$ cat src/design/ppc_pkg.sv
package ppc_pkg;

  // default width of the candidate value
  localparam int unsigned VALUE_BITS = 16;

  // running sum width and its saturation value
  localparam int unsigned SUM_BITS = 32;
  localparam logic [SUM_BITS-1:0] SUM_MAX = '1;

  // palindrome check applies only below this limit
  localparam int unsigned PAL_LIMIT = 10000;
  // bits needed for a number below the limit (and its digit reversal)
  localparam int unsigned PAL_BITS = 14;
  localparam int unsigned RADIX = 10;
  localparam int unsigned RADIX_DIGIT_BITS = 4;

  // smallest trial divisor
  localparam int unsigned FIRST_DIVISOR = 2;

endpackage

$ cat src/design/prime_palindrome_classifier_core.sv
// the bit-serial divider serves every division: each trial division, and each divide by ten
//   for the digits of a prime below 10000, runs on it in turn
// worst case at 16 bits: 254 trial divisions
// throughput: one item at a time; the controller returns to idle as the result enters the
//   output register and can take the next item in the cycle after, while that result still waits
// reset: asynchronous active low, clears the running sum, the controller and the output valid
module prime_palindrome_classifier_core #(
  parameter int unsigned VALUE_BITS = ppc_pkg::VALUE_BITS
) (
  input  logic                                clk_i,
  input  logic                                rst_ni,
  // input items
  input  logic                                s_axis_tvalid,
  output logic                                s_axis_tready,
  input  logic [((VALUE_BITS+7)/8)*8-1:0]     s_axis_tdata,  // value, zero fill
  input  logic                                s_axis_tuser,  // restart
  // result items
  output logic                                m_axis_tvalid,
  input  logic                                m_axis_tready,
  output logic [39:0]                         m_axis_tdata   // prime_flag, is_palindrome,
                                                             // prime_sum[31:0], sum_even,
                                                             // zero fill
);

  localparam int unsigned SumBits = ppc_pkg::SUM_BITS;
  localparam int unsigned PalBits = ppc_pkg::PAL_BITS;

  // controller state codes
  localparam logic [2:0] StIdle  = 3'd0;  // waiting for an item
  localparam logic [2:0] StPChk  = 3'd1;  // check d*d against value, launch trial
  localparam logic [2:0] StPWait = 3'd2;  // wait for the trial remainder
  localparam logic [2:0] StSum   = 3'd3;  // add prime into the running sum
  localparam logic [2:0] StDChk  = 3'd4;  // next decimal digit or final compare
  localparam logic [2:0] StDWait = 3'd5;  // wait for the divide by ten
  localparam logic [2:0] StDone  = 3'd6;  // hand result to the output register

  logic [2:0]            state_q;
  logic [VALUE_BITS-1:0] val_q;
  logic [VALUE_BITS-1:0] d_q;      // current trial divisor
  logic [VALUE_BITS:0]   dsq_q;    // d_q squared, kept by adding 2d+1 each step
  logic                  prime_q;
  logic                  pal_q;
  logic [PalBits-1:0]    rest_q;   // digits still to peel off
  logic [PalBits-1:0]    rev_q;    // digits reversed so far
  logic [SumBits-1:0]    sum_q;

  // output register
  logic                  ov_q;
  logic                  o_prime_q;
  logic                  o_pal_q;
  logic [SumBits-1:0]    o_sum_q;

  // shared divider
  logic                  div_start_w;
  logic [VALUE_BITS-1:0] div_dividend_w;
  logic [VALUE_BITS-1:0] div_divisor_w;
  logic                  div_busy_w;
  logic                  div_done_w;
  logic [VALUE_BITS-1:0] div_quot_w;
  logic [VALUE_BITS-1:0] div_rem_w;

  logic                  s_fire_w;
  logic                  m_fire_w;
  logic                  out_load_w;
  logic [SumBits:0]      sum_add_w;
  logic [PalBits-1:0]    rev_next_w;
  logic                  below_two_w;
  logic                  pal_range_w;

  assign s_axis_tready = (state_q == StIdle);
  assign s_fire_w      = s_axis_tvalid && s_axis_tready;
  assign m_fire_w      = m_axis_tvalid && m_axis_tready;
  assign out_load_w    = (state_q == StDone) && (!ov_q || m_axis_tready);

  // trial division in StPChk, divide by ten in StDChk
  assign div_start_w    = ((state_q == StPChk) && !below_two_w && (dsq_q <= {1'b0, val_q}))
                        || ((state_q == StDChk) && (rest_q != '0));
  assign div_dividend_w = (state_q == StPChk) ? val_q : VALUE_BITS'(rest_q);
  assign div_divisor_w  = (state_q == StPChk) ? d_q : VALUE_BITS'(ppc_pkg::RADIX);

  ppc_div #(
    .VALUE_BITS(VALUE_BITS)
  ) u_div (
    .clk_i     (clk_i),
    .rst_ni    (rst_ni),
    .start_i   (div_start_w),
    .dividend_i(div_dividend_w),
    .divisor_i (div_divisor_w),
    .busy_o    (div_busy_w),
    .done_o    (div_done_w),
    .quot_o    (div_quot_w),
    .rem_o     (div_rem_w)
  );

  assign below_two_w = (val_q < VALUE_BITS'(ppc_pkg::FIRST_DIVISOR));
  assign pal_range_w = ({{(SumBits + 1 - VALUE_BITS){1'b0}}, val_q}
                       < (SumBits + 1)'(ppc_pkg::PAL_LIMIT));

  // saturating add, one extra bit catches the carry
  assign sum_add_w = {1'b0, sum_q} + {{(SumBits + 1 - VALUE_BITS){1'b0}}, val_q};

  // rev * 10 + digit as shifts and adds
  assign rev_next_w = {rev_q[PalBits-4:0], 3'b000} + {rev_q[PalBits-2:0], 1'b0}
                    + PalBits'(div_rem_w[ppc_pkg::RADIX_DIGIT_BITS-1:0]);

  always_ff @(posedge clk_i or negedge rst_ni) begin
    if (!rst_ni) begin
      state_q <= StIdle;
      val_q   <= '0;
      d_q     <= '0;
      dsq_q   <= '0;
      prime_q <= 1'b0;
      pal_q   <= 1'b0;
      rest_q  <= '0;
      rev_q   <= '0;
      sum_q   <= '0;
    end else begin
      case (state_q)
        StIdle: begin
          if (s_fire_w) begin
            val_q   <= s_axis_tdata[VALUE_BITS-1:0];
            d_q     <= VALUE_BITS'(ppc_pkg::FIRST_DIVISOR);
            dsq_q   <= (VALUE_BITS + 1)'(ppc_pkg::FIRST_DIVISOR * ppc_pkg::FIRST_DIVISOR);
            prime_q <= 1'b1;
            pal_q   <= 1'b0;
            if (s_axis_tuser) begin
              sum_q <= '0;
            end
            state_q <= StPChk;
          end
        end
        StPChk: begin
          if (below_two_w) begin
            prime_q <= 1'b0;
            state_q <= StSum;
          end else if (dsq_q > {1'b0, val_q}) begin
            // no divisor up to the square root: prime
            state_q <= StSum;
          end else begin
            state_q <= StPWait;
          end
        end
        StPWait: begin
          if (div_done_w) begin
            if (div_rem_w == '0) begin
              prime_q <= 1'b0;
              state_q <= StSum;
            end else begin
              d_q     <= d_q + 1'b1;
              dsq_q   <= dsq_q + {d_q, 1'b0} + 1'b1;
              state_q <= StPChk;
            end
          end
        end
        StSum: begin
          rest_q <= PalBits'(val_q);
          rev_q  <= '0;
          if (prime_q) begin
            sum_q <= sum_add_w[SumBits] ? ppc_pkg::SUM_MAX : sum_add_w[SumBits-1:0];
          end
          state_q <= (prime_q && pal_range_w) ? StDChk : StDone;
        end
        StDChk: begin
          if (rest_q == '0) begin
            pal_q   <= (rev_q == PalBits'(val_q));
            state_q <= StDone;
          end else begin
            state_q <= StDWait;
          end
        end
        StDWait: begin
          if (div_done_w) begin
            rest_q  <= PalBits'(div_quot_w);
            rev_q   <= rev_next_w;
            state_q <= StDChk;
          end
        end
        StDone: begin
          if (out_load_w) begin
            state_q <= StIdle;
          end
        end
        default: begin
          state_q <= StIdle;
        end
      endcase
    end
  end

  // output register frees the controller for the next item
  always_ff @(posedge clk_i or negedge rst_ni) begin
    if (!rst_ni) begin
      ov_q      <= 1'b0;
      o_prime_q <= 1'b0;
      o_pal_q   <= 1'b0;
      o_sum_q   <= '0;
    end else begin
      if (out_load_w) begin
        ov_q      <= 1'b1;
        o_prime_q <= prime_q;
        o_pal_q   <= pal_q;
        o_sum_q   <= sum_q;
      end else if (m_fire_w) begin
        ov_q <= 1'b0;
      end
    end
  end

  assign m_axis_tvalid = ov_q;
  assign m_axis_tdata  = {5'b00000, ~o_sum_q[0], o_sum_q, o_pal_q, o_prime_q};

`ifndef SYNTHESIS
  // a palindrome result is always a prime
  a_pal_implies_prime: assert property (@(posedge clk_i) disable iff (!rst_ni)
    m_axis_tvalid |-> (!m_axis_tdata[1] || m_axis_tdata[0]))
    else $error("palindrome flag without prime flag");

  // divider results only arrive while the controller waits for them
  a_div_done_state: assert property (@(posedge clk_i) disable iff (!rst_ni)
    div_done_w |-> (state_q == StPWait || state_q == StDWait))
    else $error("divider finished outside a wait state");

  // a division is never launched while the divider is still busy
  a_div_start_idle: assert property (@(posedge clk_i) disable iff (!rst_ni)
    div_start_w |-> !div_busy_w)
    else $error("divider started while busy");

  // trial divisor never drops below two
  a_divisor_floor: assert property (@(posedge clk_i) disable iff (!rst_ni)
    (state_q == StPChk || state_q == StPWait)
      |-> (d_q >= VALUE_BITS'(ppc_pkg::FIRST_DIVISOR)))
    else $error("trial divisor below two");

  // a saturated sum stays saturated until restart
  a_sum_sticky: assert property (@(posedge clk_i) disable iff (!rst_ni)
    (sum_q == ppc_pkg::SUM_MAX && !(s_fire_w && s_axis_tuser))
      |=> (sum_q == ppc_pkg::SUM_MAX))
    else $error("saturated sum left saturation");
`endif

endmodule

$ cat src/design/ppc_div.sv
module ppc_div #(
  parameter int unsigned VALUE_BITS = ppc_pkg::VALUE_BITS
) (
  input  logic                  clk_i,
  input  logic                  rst_ni,
  input  logic                  start_i,
  input  logic [VALUE_BITS-1:0] dividend_i,
  input  logic [VALUE_BITS-1:0] divisor_i,
  output logic                  busy_o,
  output logic                  done_o,
  output logic [VALUE_BITS-1:0] quot_o,
  output logic [VALUE_BITS-1:0] rem_o
);

  localparam int unsigned CntBits = (VALUE_BITS > 1) ? $clog2(VALUE_BITS) : 1;

  logic                  busy_q;
  logic                  done_q;
  logic [CntBits-1:0]    cnt_q;
  logic [VALUE_BITS-1:0] rem_q;
  logic [VALUE_BITS-1:0] quo_q;
  logic [VALUE_BITS-1:0] dvs_q;

  // one restoring step: shift in the next dividend bit, try to subtract
  logic [VALUE_BITS:0] shift_w;
  logic [VALUE_BITS:0] diff_w;
  logic                ge_w;

  assign shift_w = {rem_q, quo_q[VALUE_BITS-1]};
  assign diff_w  = shift_w - {1'b0, dvs_q};
  assign ge_w    = shift_w >= {1'b0, dvs_q};

  always_ff @(posedge clk_i or negedge rst_ni) begin
    if (!rst_ni) begin
      busy_q <= 1'b0;
      done_q <= 1'b0;
      cnt_q  <= '0;
      rem_q  <= '0;
      quo_q  <= '0;
      dvs_q  <= '0;
    end else begin
      done_q <= 1'b0;
      if (start_i && !busy_q) begin
        busy_q <= 1'b1;
        cnt_q  <= '0;
        rem_q  <= '0;
        quo_q  <= dividend_i;
        dvs_q  <= divisor_i;
      end else if (busy_q) begin
        rem_q <= ge_w ? diff_w[VALUE_BITS-1:0] : shift_w[VALUE_BITS-1:0];
        quo_q <= {quo_q[VALUE_BITS-2:0], ge_w};
        if (cnt_q == CntBits'(VALUE_BITS - 1)) begin
          busy_q <= 1'b0;
          done_q <= 1'b1;
        end else begin
          cnt_q <= cnt_q + 1'b1;
        end
      end
    end
  end

  assign busy_o = busy_q;
  assign done_o = done_q;
  assign quot_o = quo_q;
  assign rem_o  = rem_q;

endmodule

$ cat config.mk
export PLATFORM = sky130hd
export DESIGN_NAME = prime_palindrome_classifier_core
export DESIGN_NICKNAME = d
export VERILOG_FILES = /design/src/design/ppc_pkg.sv /design/src/design/prime_palindrome_classifier_core.sv /design/src/design/ppc_div.sv
export SDC_FILE = /design/constraint.sdc
export NUM_CORES = 1
export LEC_CHECK = 0
export ABC_AREA = 1
export ABC_CLOCK_PERIOD_IN_PS = 4250
export BUFFER_PORTS_ARGS = -buffer_cell sky130_fd_sc_hd__buf_2
export CAP_MARGIN = 15
export CORE_AREA = 5 5 191 193
export DETAILED_ROUTE_END_ITERATION = 6
export DIE_AREA = 0 0 196 198
export PLACE_DENSITY = 0.51
export REMOVE_ABC_BUFFERS = 1
export SYNTH_ARGS = -nofsm -noshare
export SYNTH_HDL_FRONTEND = slang
export SYNTH_SLANG_ARGS = --single-unit
$ cat constraint.sdc
create_clock -name clk_i -period 4.25 [get_ports clk_i]
set_input_delay 0.6375 -clock clk_i [delete_from_list [all_inputs] [get_ports clk_i]]
set_output_delay 0.6375 -clock clk_i [all_outputs]
set_load 0.03 [all_outputs]
== Word level (Yosys, flattened, before mapping) ==
Cells that the tools add are included.
Storage, ports and cells
  input bits: 21
  register bits after elaboration: 203
  word-level logic and storage cells: 137
  output and inout bits: 42
Cells by class
  equality and inequality tests: 19
  order comparisons: 5
  multiplexer cells: 53
  $add $sub $neg: 8
  reductions and logical operators: 32
  bitwise operators: 1
Operator list (number)
  $mux 16: 10
  $mux 32: 4
  $pmux 32 s2: 1
  $pmux 14 s2: 2
  $mux 17: 3
  $pmux 17 s2: 1
  $add 32x16->33: 1
  $pmux 16 s2: 1
  $mux 14: 2
  $pmux 3 s7: 1
  $add 17x1->17 const B: 1
  $add 17x17->17: 1
  $ge 17x16->1: 1
  $gt 17x16->1: 1
  $le 17x16->1: 1
  $add 16x1->16 const B: 1
  $logic_not 16->1: 1
  $lt 16x14->1 const B: 1
  $lt 16x2->1 const B: 1
  $mux 1: 16
  $sub 16x16->16: 1
  $add 14x14->14: 1
  $add 14x4->14: 1
  $eq 14x14->1: 1
  25 further kinds: 63

== Longest topological paths before layout ==
  depth after elaboration: 8
  mapped depth: 17
  gate-level depth less buffers: 16

== Hierarchy ==
A second synthesis with hierarchy kept.
Unflattened totals
  cells, all modules: 1911
  area total of the unflattened synthesis: 13773.2 um^2
Modules (own cells, without submodules)
  prime_palindrome_classifier_core: cells an instance 1431, instances 1, area an instance 10263.6 um^2, sequential area each 3728.6 um^2
  ppc_div: cells an instance 480, instances 1, area an instance 3509.6 um^2, sequential area each 1351.3 um^2

== Worst setup path after synthesis ==
OpenSTA, ideal clock, no wires.
  kind: reg-to-reg
  start: register val_q[0]
  end: register sum_q[11]
  data required time: 4.124 ns
  setup slack: 2.156 ns
  library setup time: 0.126 ns
  arrival: 1.968 ns
  period minus slack after synthesis: 2.094 ns
  stages on the path, launching flop included: 16
  buffers on the path: 1
  path through: dfrtp_1 ha_1 fa_1 nand2_1 inv_1 nand2_1 nand2_1 nand2_1 nand2_1 nand2_1 o21ai_2 nand2_4 buf_6 nand2_1 nand2_1 o21ai_0
On the way
  cells in the longest elaborated chain, start to end: 4
Ends and longest elaborated chain
  start: declaration: RTL line prime_palindrome_classifier_core.sv:38  | logic [VALUE_BITS-1:0] val_q;
  start signal: assignment: RTL line prime_palindrome_classifier_core.sv:121  | val_q <= s_axis_tdata[VALUE_BITS-1:0];
  $add 32x16->33: RTL line prime_palindrome_classifier_core.sv:100  | assign sum_add_w = {1'b0, sum_q} + {{(SumBits + 1 - VALUE_BITS){1'b0}}, val_q};
  $mux 32: RTL line prime_palindrome_classifier_core.sv:159  | sum_q <= sum_add_w[SumBits] ? ppc_pkg::SUM_MAX : sum_add_w[SumBits-1:0];
  $mux 32: RTL line prime_palindrome_classifier_core.sv:158  | if (prime_q) begin
  $pmux 32 s2: RTL line prime_palindrome_classifier_core.sv:118  | case (state_q)
  end signal: assignment: RTL line prime_palindrome_classifier_core.sv:159
  end: declaration: RTL line prime_palindrome_classifier_core.sv:45  | logic [SumBits-1:0] sum_q;
Every way passes these cells. The select of a mux whose other input is x is not followed.
A chain may end at the register's enable or synchronous reset.

== Worst setup path in the final report ==
  start: register state_q[2]
  end: register rev_q[3]
On the way
  cells in the longest elaborated chain, start to end: 3
  elaborated cells on any way between the ends: 6
  classes of those cells: 3 x eq/ne; 1 x mux; 2 x reduce/logical
Ends and longest elaborated chain
  start: declaration: RTL line prime_palindrome_classifier_core.sv:37  | logic [2:0] state_q;
  start signal: assignment: RTL line prime_palindrome_classifier_core.sv:108  | state_q <= StIdle;
  start signal: assignment: RTL line prime_palindrome_classifier_core.sv:129  | state_q <= StPChk;
  start signal: assignment: RTL line prime_palindrome_classifier_core.sv:135  | state_q <= StSum;
  $eq 3x3->1 or $eq 3x2->1 (tied branches): RTL line prime_palindrome_classifier_core.sv:118
  $ne 2x1->1 (no line) or $reduce_bool 2->1 (tied branches)
  $reduce_and 2->1 (no line)
  end signal: assignment: RTL line prime_palindrome_classifier_core.sv:174  | rev_q <= rev_next_w;
  end: declaration: RTL line prime_palindrome_classifier_core.sv:44  | logic [PalBits-1:0] rev_q;
Several ways; a longest one is shown, not always the timed one.

==> flow_summary.ini <==
[status]
status = completed

[final_layout]
area_growth_pct = 11.5
diodes = 0
drive_gt1_frac = 0.0868
nNetsFinal = 1959
fin_util = 0.440
num-fill-cells = 3537
instances_no_fill = 2321

[timing]
setup_viol = 0
holdWs_ns = 0.0826
fin_setup_tns_ns = 0
max_freq_ghz = 0.374
maxSlewHeadroom = 0.252
fin_crit_sh = 0.630
finClkSkew_ns = 0.0200
finalHoldViolCount = 0
period_needed_ns = 2.68
drv_slew = 0
rsz0062_at_grt = no
tightest_slew_ns = 1.11

[power]
power.switching_mw = 5.15
pwr-share-seq = 0.296
power.internal_mw = 5.93
p_comb_frac = 0.489
peakVddDrop_uv = 340
swShare = 0.465
p_per_area_nw_per_um2 = 733
clkPwrFrac = 0.215
p_leak_nw = 7.44

[yosys]
synth_top_area_cell = dfrtp_1
synth-warning-count = 0
avgSynthCellArea_um2 = 7.49
synth_edf_count = 0
synth_top_flop_cell = dfrtp_1
synthDominantCellAreaShare = 0.375
synth_cell_types = 57
ys_ff_latch = 203
syn_inst = 1809
async_flop_share = 1.00
syn_area_um2 = 13600
yosys-top-cells-area = dfrtp_1, nand2_1, ha_1
ys_seq_area_frac = 0.375

[worst_setup_path]
cp_max_fo = 35
reg2reg_from = state_q[2]
worst_ep_required_time_ns = 4.67
worstSetupPathType = flip-flop to flip-flop
crit_slowest_cell = nor3_4
critPathTopFamily = simple AND/OR/NAND/NOR gates
worstPathCellList = inv_2 > nor3_4 > nand2_2 > nand2_4 > mux2_2
arrival_ns = 3.09
worst_r2r_path_depth = 5
critPathLaunchType = flip-flop
r2r_slack_ns = 1.57
cp_num_buf_inv = 1
end_kind = flip-flop
r2r_end = rev_q[3]
slowest_delay_ns = 0.65

[global_routing]
grt_max_degree = 97
antenna_found_initial = 0
grt_use_total = 0.206
grt_pass1_wl_um = 65200
overflow = 0
grt_pass1_vias = 11400

[floorplanning]
die_area_um2 = 38800
dieWidth_um = 196
rows = 68
io_pins = 63
core_area_um2 = 34400
die_h_um = 198
initial_core_util = 0.394

[cts]
clockBufferDepth = 3
clk_latency_ns = 0.54
h-tree-depth = 1
cts_resized = 0
cts_hold_buf = 0
post_cts_buffers = 0
numCtsBuffers = 26
cts_tree = built
clkSinkCount = 203
clock-root-buffer = clkbuf_16
path_clk_slew_ns = 0.06

[route]
antenna_left = 0
post_drt_wl_per_cell_um = 17.3
via_count = 12000
routed_wirelength_um = 40100
dr.pass1.iters = 5
drc = 0
drt_iter0_markers = 934
post_drt_via_cell_ratio = 5.19

[placement]
hpwl_um = 29700
post-place-cells = 2272
io_buffers = 57
gp_congestion = 0.873

[worst_hold_path]
hp-class = primary input to async pin

[job]
max-cap-violations = 0
==> routing by layer <==
metal	GRT usage	wire length [µm]
met4	0.0305	514
met1	0.331	21100
met3	0.0240	1830
met2	0.300	16600
met5	0	0
==> flip-flops by register name (all words and copies together) (netlist names), 16 cells and up <==
register,count
o_sum_q,32
sum_q,32
dsq_q,17
d_q,16
u_div.dvs_q,16
u_div.quot_o,16
u_div.rem_o,16
val_q,16
==> power groups by stage <==
stage               Clock, mW  Sequential (mW)  Combinational (mW)
floorplan                   0             3.31                3.76
global placement            0             3.31                5.38
detailed placement          0             3.31                5.40
CTS                      2.45             3.28                5.42
global route             2.51             3.37                6.14
finish                   2.38             3.28                5.41
==> worst reg2reg max path: cells and delay by family, from the launching register on <==
| kind | cells | cell delay [ns] |
|---|---|---|
| buffers and inverters | 1 | 0.12 |
| DFF | 1 | 0.50 |
| muxes | 1 | 0.39 |
| and+or+nand+nor | 3 | 1.57 |
==> Yosys cell counts, types with 2 or more instances <==
cell type,instances
a21boi_0,2
a21o_1,10
a21oi_1,74
a31oi_1,12
and2_1,3
buf_1,3
buf_2,13
buf_4,13
buf_6,8
clkbuf_1,22
dfrtp_1,203
fa_1,5
ha_1,87
inv_1,190
inv_2,8
nand2_1,501
nand2_2,6
nand2_4,6
nand3_1,160
nand3b_1,11
nand4_1,48
nor2_1,101
nor2_2,3
nor2_4,2
nor3_1,24
nor3_4,2
nor4_1,7
o211ai_1,5
o21ai_0,155
o21ai_1,24
o21ai_2,4
o21bai_1,7
o22ai_1,2
o31ai_1,3
o31ai_2,7
or2_2,5
xnor2_1,29
xor2_1,25
==> final cells by class <==
| type | instances | area (µm²) | share of cell area |
|---|---|---|---|
| Multi-Input combinational cell | 1350 | 7390 | 0.489 |
| Sequential cell | 203 | 5080 | 0.336 |
| Clock buffer | 36 | 759 | 0.0503 |
| Inverter | 200 | 753 | 0.0498 |
| Tap cell | 455 | 569 | 0.0377 |
| Timing Repair Buffer | 65 | 393 | 0.0260 |
| Clock inverter | 12 | 169 | 0.0112 |
==> kinds of logic (layout without fill, tap and decap cells) <==
| group | count (synthesis) | in the layout | share of synthesized area |
|---|---|---|---|
| simple gates | 885 | 885 | 0.290 |
| compound gates | 313 | 313 | 0.130 |
| buf+inv | 260 | 313 | 0.0815 |
| flops | 203 | 203 | 0.375 |
| fa+ha+maj | 92 | 92 | 0.0877 |
| xor+xnor | 54 | 54 | 0.0349 |
| other cells | 1 | 5 | 0.000277 |
| mux | 1 | 1 | 0.000831 |
==> through the flow <==
stage	setup WS [ns]	instance area (µm²)	power (mW)
floorplan	1.88	13200	7.07
global placement	1.58	14200	8.68
detailed placement	1.54	14200	8.70
CTS	1.53	15100	11.2
global route	1.34	15100	12.0
finish	1.57	15100	11.1
==> layout by cell type (no fill, tap or decap), types with 6 or more instances in the layout <==
cell       Yosys  routed
nand2_4        6       6
inv_1        190     190
dfrtp_1      203     203
a21o_1        10      10
xor2_1        25      25
o21ai_1       24      24
a21oi_1       74      74
xnor2_1       29      29
o31ai_2        7       7
o21ai_0      155     155
nand2_2        6       7
a31oi_1       12      12
buf_2         13      56
nand3b_1      11      11
clkbuf_16      0      27
ha_1          87      87
nor3_1        24      24
nand3_1      160     160
nor4_1         7       7
nand2_1      501     500
inv_2          8       8
nand4_1       48      48
o21bai_1       7       7
nor2_1       101     101
==> worst max path at each step <==
stage | start | to | slack, ns | cells past startpoint
2_1_floorplan | u_div.busy_o | u_div.cnt_q[3] | 1.88 | 5
3_3_place_gp | state_q[2] | rev_q[3] | 1.58 | 5
3_5_place_dp | state_q[2] | rev_q[3] | 1.54 | 5
4_1_cts | state_q[2] | rev_q[3] | 1.53 | 5
5_1_grt | val_q[13] | u_div.dvs_q[7] | 1.34 | 13
6_report | state_q[2] | rev_q[3] | 1.57 | 5
Power figures use the tool's default switching activity.
